## config.mk

```make
export PLATFORM = sky130hd
export DESIGN_NAME = afs_ctrl
export DESIGN_NICKNAME = d
export VERILOG_FILES = /design/src/sv/afs_pkg.sv /design/src/sv/afs_ctrl.sv
export SDC_FILE = /design/constraint.sdc
export NUM_CORES = 1
export LEC_CHECK = 0
export CAP_MARGIN = 5
export CORE_AREA = 2 2 39 41
export DETAILED_ROUTE_END_ITERATION = 10
export DIE_AREA = 0 0 41 43
export DONT_BUFFER_PORTS = 1
export PLACE_DENSITY = 0.4
export SLEW_MARGIN = 20
export SYNTH_ARGS = -nofsm -noshare
export SYNTH_HDL_FRONTEND = slang
export SYNTH_SLANG_ARGS = --single-unit
```

## constraint.sdc

```tcl
create_clock -name clk_i -period 1.5 [get_ports clk_i]
set_input_delay 0 -clock clk_i [delete_from_list [all_inputs] [get_ports clk_i]]
set_output_delay 0 -clock clk_i [all_outputs]
set_load 0.05 [all_outputs]
```

## src/sv/afs_pkg.sv

```systemverilog
// Shared types, codes and constants of the aspect-fit nearest-neighbor scaler.
// No dependencies; the top level, afs_ctrl and afs_dp import this package.
package afs_pkg;

  localparam int MAX_SRC_DIM  = 256;
  localparam int MAX_DISP_DIM = 1024;
  localparam int FRAC_BITS    = 16;
  localparam int CENTER_SHIFT = 1;

  localparam int X_W        = 10;
  localparam int Y_W        = 10;
  localparam int PIX_W      = 16;
  localparam int SRC_CFG_W  = 9;
  localparam int DISP_CFG_W = 10;
  localparam int CFG_DW     = 10;
  localparam int CFG_IW     = 3;

  localparam logic [DISP_CFG_W-1:0] DISP_W_RST = 10'd240;
  localparam logic [DISP_CFG_W-1:0] DISP_H_RST = 10'd240;
  localparam logic [SRC_CFG_W-1:0]  SRC_W_RST  = 9'd160;
  localparam logic [SRC_CFG_W-1:0]  SRC_H_RST  = 9'd144;

  typedef enum logic [CFG_IW-1:0] {
    CFG_SCALE_EN = 3'd0,
    CFG_DISP_W   = 3'd1,
    CFG_DISP_H   = 3'd2,
    CFG_SRC_W    = 3'd3,
    CFG_SRC_H    = 3'd4
  } cfg_reg_e;

  typedef enum logic {
    ACT_DRAW = 1'b0,
    ACT_STEP = 1'b1
  } action_e;

  typedef enum logic [1:0] {
    OP_FH = 2'd0,
    OP_FW = 2'd1,
    OP_CR = 2'd2,
    OP_RR = 2'd3
  } div_op_e;

  typedef enum logic [2:0] {
    ST_LOAD,
    ST_FH,
    ST_FW,
    ST_PICK,
    ST_CR,
    ST_RR,
    ST_READY
  } afs_state_e;

  typedef struct packed {
    action_e           action;
    logic [X_W-1:0]    pos_x;
    logic [Y_W-1:0]    pos_y;
    logic [PIX_W-1:0]  pixel;
  } in_req_t;

  typedef struct packed {
    logic [X_W-1:0]    out_x;
    logic [Y_W-1:0]    out_y;
    logic [PIX_W-1:0]  out_pixel;
    logic              frame_last;
  } out_req_t;

  typedef struct packed {
    logic    in_ready;
    logic    div_start;
    div_op_e start_op;
    logic    div_cap;
    div_op_e cap_op;
  } ctrl_cmd_t;

  typedef struct packed {
    logic div_busy;
    logic div_done;
    logic out_busy;
  } ctrl_status_t;

endpackage

```

## src/sv/afs_ctrl.sv

```systemverilog
// Controller: sequences the fit divisions after reset and config writes,
// and gates request acceptance. Depends on afs_pkg.
module afs_ctrl import afs_pkg::*; (
  input  logic         clk_i,
  input  logic         rst_ni,
  input  logic         cfg_we_i,
  input  ctrl_status_t status_i,
  output ctrl_cmd_t    cmd_o
);
  afs_state_e state_q, state_d;

  always_ff @(posedge clk_i or negedge rst_ni) begin
    if (!rst_ni) begin
      state_q <= ST_LOAD;
    end else begin
      state_q <= state_d;
    end
  end

  always_comb begin
    state_d         = state_q;
    cmd_o.in_ready  = 1'b0;
    cmd_o.div_start = 1'b0;
    cmd_o.start_op  = OP_FH;
    cmd_o.div_cap   = 1'b0;
    cmd_o.cap_op    = OP_FH;
    unique case (state_q)
      ST_LOAD: begin
        cmd_o.div_start = 1'b1;
        cmd_o.start_op  = OP_FH;
        state_d         = ST_FH;
      end
      ST_FH: begin
        cmd_o.div_cap = 1'b1;
        cmd_o.cap_op  = OP_FH;
        if (status_i.div_done) begin
          cmd_o.div_start = 1'b1;
          cmd_o.start_op  = OP_FW;
          state_d         = ST_FW;
        end
      end
      ST_FW: begin
        cmd_o.div_cap = 1'b1;
        cmd_o.cap_op  = OP_FW;
        if (status_i.div_done) begin
          state_d = ST_PICK;
        end
      end
      ST_PICK: begin
        cmd_o.div_start = 1'b1;
        cmd_o.start_op  = OP_CR;
        state_d         = ST_CR;
      end
      ST_CR: begin
        cmd_o.div_cap = 1'b1;
        cmd_o.cap_op  = OP_CR;
        if (status_i.div_done) begin
          cmd_o.div_start = 1'b1;
          cmd_o.start_op  = OP_RR;
          state_d         = ST_RR;
        end
      end
      ST_RR: begin
        cmd_o.div_cap = 1'b1;
        cmd_o.cap_op  = OP_RR;
        if (status_i.div_done) begin
          state_d = ST_READY;
        end
      end
      ST_READY: begin
        cmd_o.in_ready = !status_i.out_busy;
      end
      default: begin
        state_d = ST_LOAD;
      end
    endcase
    // restart the fit on any register write
    if (cfg_we_i) begin
      state_d         = ST_LOAD;
      cmd_o.div_start = 1'b0;
    end
  end

`ifndef SYNTHESIS
  a_cfg_restarts: assert property (@(posedge clk_i) disable iff (!rst_ni)
    cfg_we_i |=> state_q == ST_LOAD)
    else $error("config write did not restart fit");

  a_div_running: assert property (@(posedge clk_i) disable iff (!rst_ni)
    (state_q == ST_FH || state_q == ST_FW || state_q == ST_CR || state_q == ST_RR)
      |-> (status_i.div_busy || status_i.div_done))
    else $error("division state with idle divider");

  a_ready_after_fit: assert property (@(posedge clk_i) disable iff (!rst_ni)
    $rose(state_q == ST_READY) |-> $past(status_i.div_done))
    else $error("ready without finished fit");
`endif
endmodule

```

---- After elaboration in Yosys (flattened, before gate mapping) ----
Index checks and enable logic that the tools add are counted.
storage, ports and cells
  register bits ........................... 3
  output and inout port bits .............. 7
operators by class
  equal/unequal tests ..................... 11
  muxes and demuxes ....................... 12
  reductions and logical operators ........ 3
operators with widths
  operator              number
  $pmux W3 S4           2
  $mux W3               7
  $pmux W3 S7           1
  $ne A3 B3 Y1 const B  4
  $eq A3 B3 Y1 const B  3
  $eq A3 B2 Y1 const B  2
  $reduce_and A5 Y1     1
  $eq A3 B1 Y1 const B  1
  $logic_not A3 Y1      1
  $mux W1               2
  $ne A2 B2 Y1 const B  1
  $logic_not A1 Y1      1

---- Longest topological paths before layout ----
  depth after elaboration ................. 3
  depth in mapped cells ................... 3
  gate-level depth less buffers ........... 2

---- Worst setup path before layout ----
OpenSTA, ideal clock, no wires.
  path type ............................... register to output
  start ................................... register state_q[0]
  end ..................................... output port cmd_o[6] (netlist name)
  arrival ................................. 1.812 ns
  slack ................................... -0.312 ns
  cell stages (with the launch flop) ...... 4
  path through ............................ dfrtp_1 -> buf_6 -> nand2b_1 -> nor3b_1
RTL lines
  what                    RTL line        text
  from (decl)             afs_ctrl.sv:10  afs_state_e state_q, state_d;
  from (signal assigned)  afs_ctrl.sv:16  state_q <= state_d;
  to (decl)               afs_ctrl.sv:8   output ctrl_cmd_t cmd_o

==> reports/metrics.cfg <==
[global_route]
grt_max_degree = 13
grt_overflow_total = 0
grt.busiest_layer = met2
grt_pass1_vias = 265
antenna_found_initial = 0
grt_use_met1 = 0.130
grt_first_pass_wirelength_um = 1170
grt_use_met2 = 0.150
grt_use_met3 = 0.00524
grt.total_usage = 0.0987

[cells_and_area]
final_common_cell = buf_4
final_cell_mix = buf_4, nand2b_1, a21oi_1, clkbuf_4, dlygate4sd3_1
max_flop_register = state_q
fillCellCount = 148
stdcell_count = 62
num_antenna_cells = 0
fin_nets = 53
drive_above_1_share = 0.457
top_regs = state_q: 3 flops
multiInputGateArea_um2 = 209
design_area_um2 = 462
register_area_um2 = 76.3
largest_reg_flops = 3
postLayoutCoreUtil = 0.334
areaGrowthSynthToFinish_pct = 64.0

[routing]
drc = 0
wl_um = 692
firstDrtPassIters = 4
via_count = 283
drtIter0Drc = 4
wl_per_cell_um = 11.2
via_per_inst = 4.56
antenna_left = 0

[worst_setup_path]
slowest_stage = dfrtp_2
crit_path_end_kind = output pin
slowest_delay_ns = 0.41
crit_fanout = 4
r2r_cells = 3
critPathArrivalTime_ns = 1.44
cp_cell_sequence = o21bai_4, a2111oi_4, clkbuf_16
r2r-end = state_q[0]
startpoint_type = flop
path_class = reg -> out
critical_path_required_ns = 1.50
crit_path_start = state_q[2]
timing.rr.start = state_q[0]
reg2reg_slack_ns = 0.48

[logic_synthesis]
yosys.cell_types.count = 20
syn_inst = 31
ys_seq_elements = 3
async_flop_share = 1.00
synth_nets = 37
yosysSeqAreaShare = 0.267
avgSynthCellArea_um2 = 9.08
synth.cell_area_um2 = 282
ys.flop_type = dfrtp_1
synth_warnings = 0
synth_edf_count = 0

[die]
die-area_um2 = 1760
die_width_um = 41
fp.dieH_um = 43
floorplan.initialDensity = 0.203
rows = 14
core_um2 = 1380
boundaryPins = 13

[power]
irDropWorstVdd_mv = 0.328
finalPower_uw = 391
power.leakage_nw = 0.205
power_density_nw_per_um2 = 848

[timing]
maxSlewHeadroom = 0.711
fmax_mhz = 693
finalHoldViolations = 0
setup_violations = 0
fin_skew_ns = 0.00280
post-route-min-period_ns = 1.44
worst_pin_slew_ns = 0.435
rsz0062_at_grt = false
fin_tns_setup_ns = 0
setup_ws_ns = 0.0579
min_period_over_period = 0.961
drv_slew = 0
hold_slack_ns = 0.0157

[clock_network]
cts_tree = done
clk_path_buf_depth = 2
clk_latency_ns = 0.23
htree_levels = 1
clk_pin_slew_worst_paths_ns = 0.04
cts-root-buf = clkbuf_4
cts_buffers = 3
cts.sinks = 3

[job]
maxCapViolCount = 0

[place]
place_area_um2 = 368
place.gp.congestion = 0.719
dp_cells = 52
post-place-ws_ns = 0.181
numPortBuffers = 0
dpl.hpwl_um = 496

[status]
status = complete, no violations

[worst_hold_path]
hp-class = in -> async

-- worst max-delay path: cells and delay by family (launching register included) --
kind	cells	cell delay, ns
compound gates	2	0.57
buf+inv	1	0.23
flops	1	0.41
-- cell type report --
type,instances,area share
clock buffers,4,0.0569
multi-input cells,25,0.453
flip-flops and latches,3,0.165
well taps,16,0.0434
repair buffers,14,0.282
-- cells in the mapped netlist (2+ instances only) --
cell type,count,area share
a21oi_1,3,0.053
dfrtp_1,3,0.27
nand2b_1,5,0.11
nand3b_1,2,0.053
nor2b_1,2,0.044
nor3b_1,2,0.053
-- power by group --
part / switching [mW] / internal [mW] / leakage, nW
Sequential: 0.00313 / 0.0869 / 0.0380
Clock: 0.0408 / 0.0996 / 0.0150
Combinational: 0.0925 / 0.0683 / 0.152
-- worst max path at each step --
stage	to	slack, ns	cells after the start
6_report	cmd_o[5]	0.06	3
5_1_grt	cmd_o[5]	0.008	3
4_1_cts	cmd_o[5]	0.02	3
3_5_place_dp	cmd_o[5]	0.18	3
3_3_place_gp	cmd_o[5]	0.23	3
2_1_floorplan	cmd_o[3]	0.04	3
-- logic make-up (layout without fill, tap and decap cells) --
family,Yosys count,count (layout),synth area share
and+or+nand+nor,14,14,0.333
buffers and inverters,3,18,0.0844
xor gates and xnor gates,1,1,0.0311
DFF,3,3,0.267
AOI/OAI and AO/OA,10,10,0.284
-- layer usage --
metal  vias up  part of all wire
met3         2             0.049
met1       135              0.39
met4         0             0.025
met2         7              0.54
li1        139                 -
met5         -                 0
-- timing repair --
item | in CTS | in global routing
setup endpoints to repair | 1 | 1
gates resized for setup | 1 | 3
hold endpoints to repair | 6 | 0
hold buffers | 3 | 0
pin swaps | 1 | 1
buffers inserted | 0 | 3
No activity file was read; power rests on OpenSTA's default activity.
